$ cat config.mk
export PLATFORM = sky130hd
export DESIGN_NAME = generation_ring_pubsub_buffer
export DESIGN_NICKNAME = d
export VERILOG_FILES = /design/src/grpsb_pkg.sv /design/src/generation_ring_pubsub_buffer.sv /design/src/grpsb_rem.sv /design/src/grpsb_sub_mem.sv /design/src/grpsb_ring.sv
export SDC_FILE = /design/constraint.sdc
export NUM_CORES = 2
export LEC_CHECK = 0
export BUFFER_PORTS_ARGS = -buffer_cell sky130_fd_sc_hd__buf_2
export CAP_MARGIN = 10
export CORE_MARGIN = 10
export CORE_UTILIZATION = 55
export CTS_CLUSTER_DIAMETER = 150
export DETAILED_ROUTE_END_ITERATION = 7
export HOLD_SLACK_MARGIN = 0.08
export PLACE_DENSITY = 0.76
export SYNTH_ARGS = -nofsm -noshare
export SYNTH_HDL_FRONTEND = slang
export SYNTH_HIERARCHICAL = 1
export SYNTH_SLANG_ARGS = --single-unit
$ cat constraint.sdc
create_clock -name clk -period 30.8 [get_ports clk]
set_input_delay 9.24 -clock clk [delete_from_list [all_inputs] [get_ports clk]]
set_output_delay 9.24 -clock clk [all_outputs]
set_load 0.05 [all_outputs]
$ cat src/grpsb_pkg.sv
`timescale 1ns / 1ps

package grpsb_pkg;

	localparam int MAX_QUEUE = 16;
	localparam int NUM_SUBS  = 8;
	localparam int MSG_W     = 64;

	localparam int DEPTH_W   = 5;
	localparam int RING_AW   = (MAX_QUEUE > 1) ? $clog2(MAX_QUEUE) : 1;
	localparam int SUB_AW    = (NUM_SUBS > 1) ? $clog2(NUM_SUBS) : 1;

	// remainder unit: bits of the dividend retired per cycle, and steps per job
	localparam int REM_BITS  = 8;
	localparam int REM_STEPS = 32 / REM_BITS;
	localparam int REM_CW    = (REM_STEPS > 1) ? $clog2(REM_STEPS) : 1;

	localparam logic [2:0] CMD_PUBLISH = 3'd0;
	localparam logic [2:0] CMD_READ    = 3'd1;
	localparam logic [2:0] CMD_QUERY   = 3'd2;
	localparam logic [2:0] CMD_OPEN    = 3'd3;
	localparam logic [2:0] CMD_SET_IV  = 3'd4;

	typedef struct packed {
		logic [2:0]  cmd;
		logic [2:0]  subscriber;
		logic [63:0] payload;
		logic [31:0] now_time;
	} in_item_t;

	typedef struct packed {
		logic        status;
		logic [63:0] message_out;
		logic        updated;
		logic [31:0] published_count;
	} out_item_t;

	typedef struct packed {
		logic [31:0] gen;
		logic [31:0] interval;
		logic [31:0] last_read;
	} sub_entry_t;

	typedef struct packed {
		logic              en;
		logic [SUB_AW-1:0] addr;
		sub_entry_t        data;
	} sub_wr_t;

	typedef struct packed {
		logic               en;
		logic [RING_AW-1:0] addr;
		logic [MSG_W-1:0]   data;
	} ring_wr_t;

	// clamp the configured depth to 1..MAX_QUEUE
	function automatic logic [DEPTH_W-1:0] depth_of(input logic [DEPTH_W-1:0] q);
		logic [DEPTH_W-1:0] d;
		d = q;
		if (q == '0) d = DEPTH_W'(1);
		else if (32'(q) > MAX_QUEUE) d = DEPTH_W'(MAX_QUEUE);
		return d;
	endfunction

endpackage

$ cat src/generation_ring_pubsub_buffer.sv
`timescale 1ns / 1ps

// Channel   Handshake                  Payload
// ------    -------------------------  ------------------------------------
// in        in_valid / in_ready        in_data  (cmd, subscriber, payload, now_time)
// out       out_valid / out_ready      out_data (status, message_out, updated,
//                                                published_count)
// cfg       cfg_valid / cfg_ready      cfg_data (queue_depth, 5 bits)
//
// One item is in work at a time. Query, open, set interval, ignored commands
// and a read before any publish pass through the subscriber lookup and finish;
// publish also waits on the four-step remainder unit (generation mod depth,
// 8 bits a cycle), and read on the adjust step, that unit and the registered ring read.
// Reset clears the generation counter, the data flag, the subscriber valid
// bits and the handshakes; queue_depth resets to 1. Ring slots are undefined.
// A finished result waits in the output register while the next item is
// accepted; the item after that holds in its last state until out frees up.
module generation_ring_pubsub_buffer (
	input  logic                          clk,
	input  logic                          arst_n,
	input  logic                          in_valid,
	output logic                          in_ready,
	input  grpsb_pkg::in_item_t           in_data,
	output logic                          out_valid,
	input  logic                          out_ready,
	output grpsb_pkg::out_item_t          out_data,
	input  logic                          cfg_valid,
	output logic                          cfg_ready,
	input  logic [grpsb_pkg::DEPTH_W-1:0] cfg_data
);
	import grpsb_pkg::*;

	localparam logic [2:0] ST_IDLE = 3'd0;
	localparam logic [2:0] ST_SUB  = 3'd1;
	localparam logic [2:0] ST_ADJ  = 3'd2;
	localparam logic [2:0] ST_MOD  = 3'd3;
	localparam logic [2:0] ST_RING = 3'd4;
	localparam logic [2:0] ST_FIN  = 3'd5;

	logic [2:0]         state_q;
	logic [DEPTH_W-1:0] qdepth_q;
	logic [31:0]        pub_count_q;
	logic               has_data_q;
	in_item_t           item_q;
	sub_entry_t         entry_q;
	logic [31:0]        gen1_q;
	logic               res_status_q;
	logic [MSG_W-1:0]   res_msg_q;
	logic               res_upd_q;
	logic               out_valid_q;
	out_item_t          out_q;

	logic               in_fire;
	logic               out_free;
	logic [DEPTH_W-1:0] depth;
	logic [31:0]        d32;
	logic               sub_ok;
	sub_entry_t         entry;
	logic [31:0]        gen_sum;
	logic [31:0]        gen1;
	logic [31:0]        g2;
	logic [31:0]        gnext;
	logic [31:0]        elapsed;
	logic               held;
	logic [31:0]        open_gen;

	sub_wr_t            sub_wr;
	ring_wr_t           ring_wr;
	logic               ring_rd_en;
	logic [MSG_W-1:0]   ring_rd_data;
	logic               rem_start;
	logic [31:0]        rem_dividend;
	logic               rem_done;
	logic [DEPTH_W-1:0] rem;

	assign in_ready  = (state_q == ST_IDLE);
	assign in_fire   = in_valid && in_ready;
	assign cfg_ready = 1'b1;
	assign out_free  = !out_valid_q || out_ready;
	assign out_valid = out_valid_q;
	assign out_data  = out_q;

	assign depth  = depth_of(qdepth_q);
	assign d32    = 32'(depth);
	assign sub_ok = (32'(item_q.subscriber) < NUM_SUBS);

	grpsb_sub_mem u_sub_mem (
		.clk     (clk),
		.arst_n  (arst_n),
		.rd_en   (in_fire),
		.rd_addr (in_data.subscriber[SUB_AW-1:0]),
		.rd_data (entry),
		.wr      (sub_wr)
	);

	grpsb_ring u_ring (
		.clk     (clk),
		.wr      (ring_wr),
		.rd_en   (ring_rd_en),
		.rd_addr (rem[RING_AW-1:0]),
		.rd_data (ring_rd_data)
	);

	grpsb_rem u_rem (
		.clk      (clk),
		.arst_n   (arst_n),
		.start    (rem_start),
		.dividend (rem_dividend),
		.divisor  (depth),
		.done     (rem_done),
		.rem      (rem)
	);

	// generation arithmetic, all modulo 2^32
	always_comb begin
		// jump forward when more than depth generations behind
		gen_sum  = entry.gen + d32;
		gen1     = (pub_count_q > gen_sum) ? pub_count_q - d32 : entry.gen;
		// nothing new: step back to repeat the latest message
		g2       = (pub_count_q == gen1_q && gen1_q != 32'd0) ? gen1_q - 32'd1 : gen1_q;
		gnext    = (g2 < pub_count_q) ? g2 + 32'd1 : g2;
		elapsed  = item_q.now_time - entry.last_read;
		held     = (entry.interval != 32'd0) && (elapsed < entry.interval);
		open_gen = pub_count_q - ((d32 < pub_count_q) ? d32 : pub_count_q);
	end

	// memory and remainder-unit controls
	always_comb begin
		sub_wr      = '0;
		sub_wr.addr = item_q.subscriber[SUB_AW-1:0];
		if (state_q == ST_SUB && sub_ok) begin
			case (item_q.cmd)
				CMD_OPEN: begin
					sub_wr.en             = 1'b1;
					sub_wr.data.gen       = open_gen;
					sub_wr.data.interval  = 32'd0;
					sub_wr.data.last_read = 32'd0;
				end
				CMD_SET_IV: begin
					sub_wr.en            = 1'b1;
					sub_wr.data          = entry;
					sub_wr.data.interval = item_q.payload[31:0];
				end
				default: ;
			endcase
		end else if (state_q == ST_ADJ) begin
			// advance the reader and stamp the read time when an interval is set
			sub_wr.en       = 1'b1;
			sub_wr.data     = entry_q;
			sub_wr.data.gen = gnext;
			if (entry_q.interval != 32'd0) sub_wr.data.last_read = item_q.now_time;
		end

		rem_start    = (state_q == ST_SUB && item_q.cmd == CMD_PUBLISH) || state_q == ST_ADJ;
		rem_dividend = (state_q == ST_SUB) ? pub_count_q : g2;

		ring_wr.en   = (state_q == ST_MOD) && rem_done && (item_q.cmd == CMD_PUBLISH);
		ring_wr.addr = rem[RING_AW-1:0];
		ring_wr.data = item_q.payload[MSG_W-1:0];
		ring_rd_en   = (state_q == ST_MOD) && rem_done && (item_q.cmd == CMD_READ);
	end

	// control state
	always_ff @(posedge clk or negedge arst_n) begin
		if (!arst_n) begin
			state_q     <= ST_IDLE;
			qdepth_q    <= DEPTH_W'(1);
			pub_count_q <= '0;
			has_data_q  <= 1'b0;
			out_valid_q <= 1'b0;
		end else begin
			if (cfg_valid && cfg_ready) qdepth_q <= cfg_data;
			// raise valid as a result moves in, drop it once the item is taken
			if (state_q == ST_FIN && out_free) out_valid_q <= 1'b1;
			else if (out_ready) out_valid_q <= 1'b0;
			case (state_q)
				ST_IDLE: begin
					if (in_fire) state_q <= ST_SUB;
				end
				ST_SUB: begin
					if (item_q.cmd == CMD_PUBLISH) state_q <= ST_MOD;
					else if (item_q.cmd == CMD_READ && sub_ok && has_data_q) state_q <= ST_ADJ;
					else state_q <= ST_FIN;
				end
				ST_ADJ: begin
					state_q <= ST_MOD;
				end
				ST_MOD: begin
					if (rem_done) begin
						if (item_q.cmd == CMD_PUBLISH) begin
							pub_count_q <= pub_count_q + 32'd1;
							has_data_q  <= 1'b1;
							state_q     <= ST_FIN;
						end else begin
							state_q <= ST_RING;
						end
					end
				end
				ST_RING: begin
					state_q <= ST_FIN;
				end
				ST_FIN: begin
					// hold until the output register frees up
					if (out_free) state_q <= ST_IDLE;
				end
				default: state_q <= ST_IDLE;
			endcase
		end
	end

	// payload registers
	always_ff @(posedge clk) begin
		if (in_fire) item_q <= in_data;
		case (state_q)
			ST_SUB: begin
				entry_q      <= entry;
				gen1_q       <= gen1;
				res_msg_q    <= '0;
				res_status_q <= sub_ok && !has_data_q &&
					(item_q.cmd == CMD_READ || item_q.cmd == CMD_QUERY);
				res_upd_q    <= sub_ok && has_data_q && (item_q.cmd == CMD_QUERY) &&
					!held && (entry.gen != pub_count_q);
			end
			ST_RING: begin
				res_msg_q <= ring_rd_data;
			end
			ST_FIN: begin
				if (out_free) begin
					out_q.status          <= res_status_q;
					out_q.message_out     <= 64'(res_msg_q);
					out_q.updated         <= res_upd_q;
					out_q.published_count <= pub_count_q;
				end
			end
			default: ;
		endcase
	end

endmodule

$ cat src/grpsb_rem.sv
`timescale 1ns / 1ps

module grpsb_rem (
	input  logic                           clk,
	input  logic                           arst_n,
	input  logic                           start,
	input  logic [31:0]                    dividend,
	input  logic [grpsb_pkg::DEPTH_W-1:0]  divisor,
	output logic                           done,
	output logic [grpsb_pkg::DEPTH_W-1:0]  rem
);
	import grpsb_pkg::*;

	logic [31:0]        x_q;
	logic [DEPTH_W-1:0] r_q;
	logic [REM_CW-1:0]  cnt_q;
	logic               busy_q;
	logic               done_q;

	logic [DEPTH_W:0]   t;
	logic [DEPTH_W-1:0] r_next;

	// restoring remainder, one dividend bit per inner step
	always_comb begin
		r_next = r_q;
		t = '0;
		for (int i = 0; i < REM_BITS; i++) begin
			t = {r_next, x_q[31 - i]};
			if (t >= {1'b0, divisor}) t = t - {1'b0, divisor};
			r_next = t[DEPTH_W-1:0];
		end
	end

	always_ff @(posedge clk or negedge arst_n) begin
		if (!arst_n) begin
			busy_q <= 1'b0;
			done_q <= 1'b0;
			cnt_q  <= '0;
		end else begin
			// pulse done for one cycle after the last step
			done_q <= !start && busy_q && (cnt_q == REM_CW'(REM_STEPS - 1));
			if (start) begin
				busy_q <= 1'b1;
				cnt_q  <= '0;
			end else if (busy_q) begin
				cnt_q <= cnt_q + REM_CW'(1);
				if (cnt_q == REM_CW'(REM_STEPS - 1)) begin
					busy_q <= 1'b0;
				end
			end
		end
	end

	always_ff @(posedge clk) begin
		if (start) begin
			x_q <= dividend;
			r_q <= '0;
		end else if (busy_q) begin
			x_q <= x_q << REM_BITS;
			r_q <= r_next;
		end
	end

	assign done = done_q;
	assign rem  = r_q;

endmodule

$ cat src/grpsb_sub_mem.sv
`timescale 1ns / 1ps

module grpsb_sub_mem (
	input  logic                          clk,
	input  logic                          arst_n,
	input  logic                          rd_en,
	input  logic [grpsb_pkg::SUB_AW-1:0]  rd_addr,
	output grpsb_pkg::sub_entry_t         rd_data,
	input  grpsb_pkg::sub_wr_t            wr
);
	import grpsb_pkg::*;

	sub_entry_t          mem_q [NUM_SUBS];
	logic [NUM_SUBS-1:0] valid_q;
	sub_entry_t          rd_data_q;
	logic                rd_valid_q;

	always_ff @(posedge clk) begin
		if (wr.en) mem_q[wr.addr] <= wr.data;
		if (rd_en) rd_data_q <= mem_q[rd_addr];
	end

	always_ff @(posedge clk or negedge arst_n) begin
		if (!arst_n) begin
			valid_q    <= '0;
			rd_valid_q <= 1'b0;
		end else begin
			if (wr.en) valid_q[wr.addr] <= 1'b1;
			if (rd_en) rd_valid_q <= valid_q[rd_addr];
		end
	end

	// an entry never written reads as its reset value
	assign rd_data = rd_valid_q ? rd_data_q : '0;

endmodule

$ cat src/grpsb_ring.sv
`timescale 1ns / 1ps

module grpsb_ring (
	input  logic                           clk,
	input  grpsb_pkg::ring_wr_t            wr,
	input  logic                           rd_en,
	input  logic [grpsb_pkg::RING_AW-1:0]  rd_addr,
	output logic [grpsb_pkg::MSG_W-1:0]    rd_data
);
	import grpsb_pkg::*;

	logic [MSG_W-1:0] mem_q [MAX_QUEUE];
	logic [MSG_W-1:0] rd_data_q;

	always_ff @(posedge clk) begin
		if (wr.en) mem_q[wr.addr] <= wr.data;
		if (rd_en) rd_data_q <= mem_q[rd_addr];
	end

	assign rd_data = rd_data_q;

endmodule
# After elaboration in Yosys (flattened, before gate mapping)
# Memories as Yosys holds them, arrays and structs flattened. A register that Yosys moved wholly into a read port is not among the register bits.
# Index checks and enable logic that the tools add are counted.
# W data, S select, Z words.
totals:
  regBits: 454
  ram_bits: 1792
  in_bits: 112
  word_cells: 160
  memories: 2
mem_list:
  columns: ["name", "words", "word_bits", "rd", "rd_clocked_by_memory_dff", "write_ports", "line_no", "rtl"]
  rows:
  - ["u_ring.mem_q", 16, 64, 1, 1, 1, "grpsb_ring.sv:12", "logic [MSG_W-1:0] mem_q [MAX_QUEUE];"]
  - ["u_sub_mem.mem_q", 8, 96, 1, 1, 1, "grpsb_sub_mem.sv:13", "sub_entry_t mem_q [NUM_SUBS];"]
op_classes:
  addsub: 16
  n_lt_le_gt_ge: 16
  eq_ne: 15
  muxes: 48
  bitwise_logic: 1
  reduce_logical: 36
ops:
  columns: ["op", "n"]
  rows:
  - ["$mux W96", 3]
  - ["$mux W32", 8]
  - ["$pmux W96 S2", 1]
  - ["$pmux W64 S2", 1]
  - ["$reduce_bool A32 Y1", 3]
  - ["$add A32 B1 Y32 const B", 2]
  - ["$lt A32 B32 Y1", 2]
  - ["$sub A32 B32 Y32", 2]
  - ["$mux W5", 10]
  - ["$ge A6 B5 Y1", 8]
  - ["$sub A5 B5 Y5", 8]
  - ["$add A32 B5 Y32", 1]
  - ["$eq A32 B32 Y1", 1]
  - ["$gt A32 B32 Y1", 1]
  - ["$lt A5 B32 Y1", 1]
  - ["$ne A32 B32 Y1", 1]
  - ["$sub A32 B1 Y32 const B", 1]
  - ["$sub A32 B5 Y32", 1]
  - ["$pmux W3 S6", 1]
  - ["$logic_and A1 B1 Y1", 16]
  - ["$mux W1", 15]
  - ["$mux W3", 5]
  - ["$eq A3 B2 Y1 const B", 4]
  - ["$eq A3 B3 Y1 const B", 3]
  - ["20 further kinds", 33]

# Depth between registers and ports, before layout
logic_depth:
  depth_word: 19
  depth_mapped: 75
  ltp_nobuf: 72

# By module
# Netlist, hierarchy kept.
by_module_without_submodules:
  columns: ["mod", "instances", "cells_each", "area_each_um2"]
  rows:
  - ["grpsb_ring", 1, 1647, 40222.3]
  - ["grpsb_sub_mem", 1, 1349, 32738.9]
  - ["generation_ring_pubsub_buffer", 1, 2248, 24036.8]
  - ["grpsb_rem", 1, 402, 3955.0]

# Worst setup path after synthesis
# Ideal clock, no wire load.
synth_path:
  kind: "input -> register"
  startpoint: "in in_valid"
  endpoint: "reg u_sub_mem.rd_valid_q"
  setup_ns: 0.351
  t_arrival_ns: 14.046
  required_time_ns: 30.449
  path_slack_ns: 16.403
  path_stages: 2
  n_path_buf: 0
  path_cell_list: "and2_1 -> mux2i_1"
synth_between:
  elab_chain_len: 1
synth_rtl:
  columns: ["item", "line_no", "rtl"]
  rows:
  - ["start, declared", "generation_ring_pubsub_buffer.sv:21", "input logic in_valid,"]
  - ["$logic_and A1 B1 Y1", "generation_ring_pubsub_buffer.sv:77", "assign in_fire = in_valid && in_ready;"]
  - ["end signal, assigned", "grpsb_sub_mem.sv:29", "if (rd_en) rd_valid_q <= valid_q[rd_addr];"]
  - ["end, declared", "grpsb_sub_mem.sv:16", "logic rd_valid_q;"]
# Every way passes these cells.
# A chain may end at the register's enable or synchronous reset.

# Final worst setup path
layout_path:
  startpoint: "reg qdepth_q[4]"
  endpoint: "reg u_rem.r_q[4] (netlist: u_rem/rem[4])"
layout_between:
  elab_chain_len: 19
  word_cells_on_any_way: 28
layout_rtl:
  columns: ["item", "line_no", "rtl"]
  rows:
  - ["start, declared", "generation_ring_pubsub_buffer.sv:41", "logic [DEPTH_W-1:0] qdepth_q;"]
  - ["start signal, assigned", "generation_ring_pubsub_buffer.sv:172", "if (cfg_valid && cfg_ready) qdepth_q <= cfg_data;"]
  - ["$gt A5 B5 Y1", "grpsb_pkg.sv:61", "else if (32'(q) > MAX_QUEUE) d = DEPTH_W'(MAX_QUEUE);"]
  - ["$mux W5", "grpsb_pkg.sv:61", null]
  - ["$mux W5 (*)", "grpsb_pkg.sv:60", "if (q == '0) d = DEPTH_W'(1);"]
  - ["net depth[3]", "generation_ring_pubsub_buffer.sv:55", "logic [DEPTH_W-1:0] depth;"]
  - ["$sub A5 B5 Y5 or $ge A6 B5 Y1 (tied branches)", "grpsb_rem.sv:29", "if (t >= {1'b0, divisor}) t = t - {1'b0, divisor};"]
  - ["$mux W5", "grpsb_rem.sv:29", null]
  - ["$sub A5 B5 Y5 or $ge A6 B5 Y1 (tied branches)", "grpsb_rem.sv:29", null]
  - ["$mux W5", "grpsb_rem.sv:29", null]
  - ["[... 4 more ...]", null, null]
  - ["$sub A5 B5 Y5 or $ge A6 B5 Y1 (tied branches)", "grpsb_rem.sv:29", null]
  - ["$mux W5", "grpsb_rem.sv:29", null]
  - ["$sub A5 B5 Y5 or $ge A6 B5 Y1 (tied branches)", "grpsb_rem.sv:29", null]
  - ["$mux W5", "grpsb_rem.sv:29", null]
  - ["$ge A6 B5 Y1 or $sub A5 B5 Y5 (tied branches)", "grpsb_rem.sv:29", null]
  - ["$mux W5", "grpsb_rem.sv:29", null]
  - ["$sub A5 B5 Y5 or $ge A6 B5 Y1 (tied branches)", "grpsb_rem.sv:29", null]
  - ["$mux W5 (*)", "grpsb_rem.sv:29", null]
  - ["end signal, assigned", "grpsb_rem.sv:60", "r_q <= r_next;"]
  - ["end, declared", "grpsb_rem.sv:15", "logic [DEPTH_W-1:0] r_q;"]
# Mark *: on every way through the listed nets, which the timed path passes. The rest lies on a longest branch.

==> metrics.md <==
| Metric | Value |
|---|---|
| Status | finished, final reports clean |
| Clock Sink Count | 2406 |
| Fmax | about 0.063 GHz |
| Synthesized area | ~0.10 sq mm |
| CTS tree | done |
| Io pins | 213 |
| Yosys warns | 6 |
| Most common library cells after synthesis | edfxtp_1, mux4_2, nand2_1, xnor2_1, ha_1 |
| Number of global-route vias before repair | 55200 |
| DP HPWL | 142000 microns |
| Crit path launch | qdepth_q[4] |
| RSZ-0062 raised after global routing | false |
| WS Path Type | reg2reg |
| Syn_nets | 5957 |
| Most frequent cell after synthesis | edfxtp_1 |
| DRC viols | 0 |
| Crit path launch type | register |
| Clock latency at the later pin of the worst-skew pair | slightly below 0.9 ns |
| Chip width | around 450 microns |
| CP delay by family, top | compound AO/OA/AOI/OAI gates |
| Die height | 448 microns |
| CTS Buf Count | 229 |
| DR vias | approximately 54000 |
| Hold buffers post-CTS | 0 |
| Pin count of the biggest net entering global routing | 114 |
| Sequential area share after synthesis | 0.712 |
| CP bufs+invs | 6 |
| Max_cap viols | 0 |
| Worst R2R Start | qdepth_q[4] |
| Final net count | 6245 |
| Final ANT Viol Nets | 0 |
| PortBufs | roughly 210 |
| WL per Instance | 28.7 microns |
| Initial Util | 0.552 |
| Hold_sp | res_msg_q[42] |
| Grt ovf | 0 |
| Final setup fails | 0 |
| Post-CTS sizing | 0 |
| Routed WL | 247000 microns |
| Synth area leader | edfxtp_1 |
| Count of different cell masters after synthesis | 103 |
| Yosys top cell area share | 0.698 |
| Post-layout min period | approximately 16 ns |
| Top post-synthesis cells by area | edfxtp_1, mux4_2, ha_1, xnor2_1, mux2_2 |
| CP arrival | 16.55 ns |
| Routability cong. | 0.963 |
| Cells after synthesis | 5646 |
| Slew Viols, Final | 0 |
| Setup TNS | 0 ns |
| Core Rows | 157 |
| Top FF cell, synth | edfxtp_1 |
| EDFF count, synth | roughly 2300 |
| Async SR Flop Fraction | 0.0229 |
| GRT Resource Usage Total | 0.244 |
| FF+latch count, synth | between 2000 and 2500 |
| Post-DR vias/cell | approximately 6.3 |
| First-pass DRT Iterations | 6 |
| H-tree levels | 4 |
| Initial antenna violation count | 5 |
| Final hold vios | 0 |
| Clock tree buffer depth | 3 |
| Iter 0 DRT Violations | between 5000 and 6000 |
| Die area | 0.201 sq mm |
| Clock skew | 0.0776 ns |
| Post-CTS Setup Repair Bufs | 0 |
| HP Class | reg2reg |
| Root Driver | clkbuf_16 |
| Worst EP required | between 30 and 40 ns |
| Critical-path maximum fanout | 11 |
| Global-route wire length before repair | 364000 microns |
| Max_slew headroom | 0.206 |
| Crit path largest cell delay | 0.63 ns |
| Slowest cell on crit path | nor3_2 |
| Measured slew at the worst slew-check pin | 1.18 ns |
| Post-synthesis area per instance | 17.9 sq um |
| Core area | 0.183 sq mm |
| Share of post-route cells with drive strength above 1 | 0.219 |
| Crit. End Element | register |
| Reg clk slew, reported paths | roughly 0.06 ns |
| Syn-to-layout area delta | 11.4% |
| Worst hold slack | 0.417 ns |
| Tcrit/Tclk final | 0.514 |
==> layer usage <==
layer  global-route usage  vias to the layer above  part of all wire
met3               0.0374                      532             0.081
met2                0.408                     2731              0.50
met5                    0                        -          0.000053
met1                0.324                    28100              0.38
met4               0.0935                        2             0.040
li1                     -                    23000                 -
==> registers in the layout (all words and copies together), names as in the netlist, 2 cells and up <==
| name | flops |
|---|---|
| u_rem/cnt_q | 2 |
| gen1_q | 32 |
| item_q | 102 |
| u_rem/x_q | 32 |
| pub_count_q | 32 |
| state_q | 3 |
| entry_q | 64 |
| u_ring/rd_data | 64 |
| res_msg_q | 64 |
| u_ring/mem_q | 1024 |
| u_sub_mem/mem_q | 768 |
| u_sub_mem/rd_data_q | 96 |
| out_data | 98 |
| u_sub_mem/valid_q | 8 |
| u_rem/rem | 5 |
| qdepth_q | 5 |
==> final cells by class <==
type | instances | area, sq um
Clock inverter | 148 | 1500
Sequential cell | 2406 | 71900
Tap cell | 2464 | 3080
Antenna cell | 2 | 5.00
Multi-Input combinational cell | 2799 | 27300
Clock buffer | 279 | 5980
Fill cell | 12500 | 70400
Inverter | 170 | 643
Timing Repair Buffer | 328 | 1990
==> stage by stage <==
step	utilization	setup slack, ns	instance area, sq um	std cells
6_report	0.615	14.97	112000	8596
5_1_grt	0.615	13.64	112000	8595
4_1_cts	0.615	15.10	112000	8594
3_5_place_dp	0.574	15.19	105000	8167
3_3_place_gp	0.574	15.28	105000	8167
2_1_floorplan	-	16.40	101000	5646
==> worst register-to-register path: cells and delay by family, from the launching register on <==
kind / cells / cell delay (ns)
DFF: 1 / 0.46
buffers and inverters: 6 / 0.88
AOI/OAI and AO/OA: 28 / 7.27
adders and majority gates: 8 / 2.82
muxes: 4 / 1.21
and+or+nand+nor: 17 / 3.05
==> final timing paths <==
kind	endpoint	slack [ns]	cells after the start
max in group asynchronous	u_sub_mem/rd_valid_q	21.60	2
setup / recovery	u_rem/rem[4]	14.97	63
hold / removal	out_data[75]	0.42	0
min in group asynchronous	u_rem/done	8.56	2
setup reg to reg	u_rem/rem[4]	14.97	63
hold reg to reg	out_data[75]	0.42	0
==> cells in the final DEF, fill, tap and decap left out, types with 51 or more instances in the layout <==
cell and instances:
nor2_1 157, clkinv_1 56, mux4_2 449, nand4_1 57, a21oi_1 117, edfxtp_1 2346
nor4_1 51, xor2_1 80, ha_1 187, and2_1 182, nand2_1 252, mux2i_1 54
dfrtp_1 53, buf_2 208, o21ai_0 135, xnor2_1 204, nand3_1 62, inv_1 161
mux2_2 133, buf_4 115, clkbuf_16 231, a22oi_1 154
==> logic make-up (layout without fill, tap and decap cells) <==
kind of cell,after synthesis,after routing,share of synthesized area
AO/OA/AOI/OAI,646,646,0.0438
XOR/XNOR,285,285,0.0248
adder cells (fa/ha/maj),199,199,0.0256
buffers and inverters,441,925,0.0193
flip-flops,2406,2406,0.712
multiplexers,636,636,0.120
other,1,3,0.0000371
AND/OR/NAND/NOR,1032,1032,0.0537
Power is not shown: default switching activity piles up to over one toggle a cycle in this logic, so the estimate is an artifact.
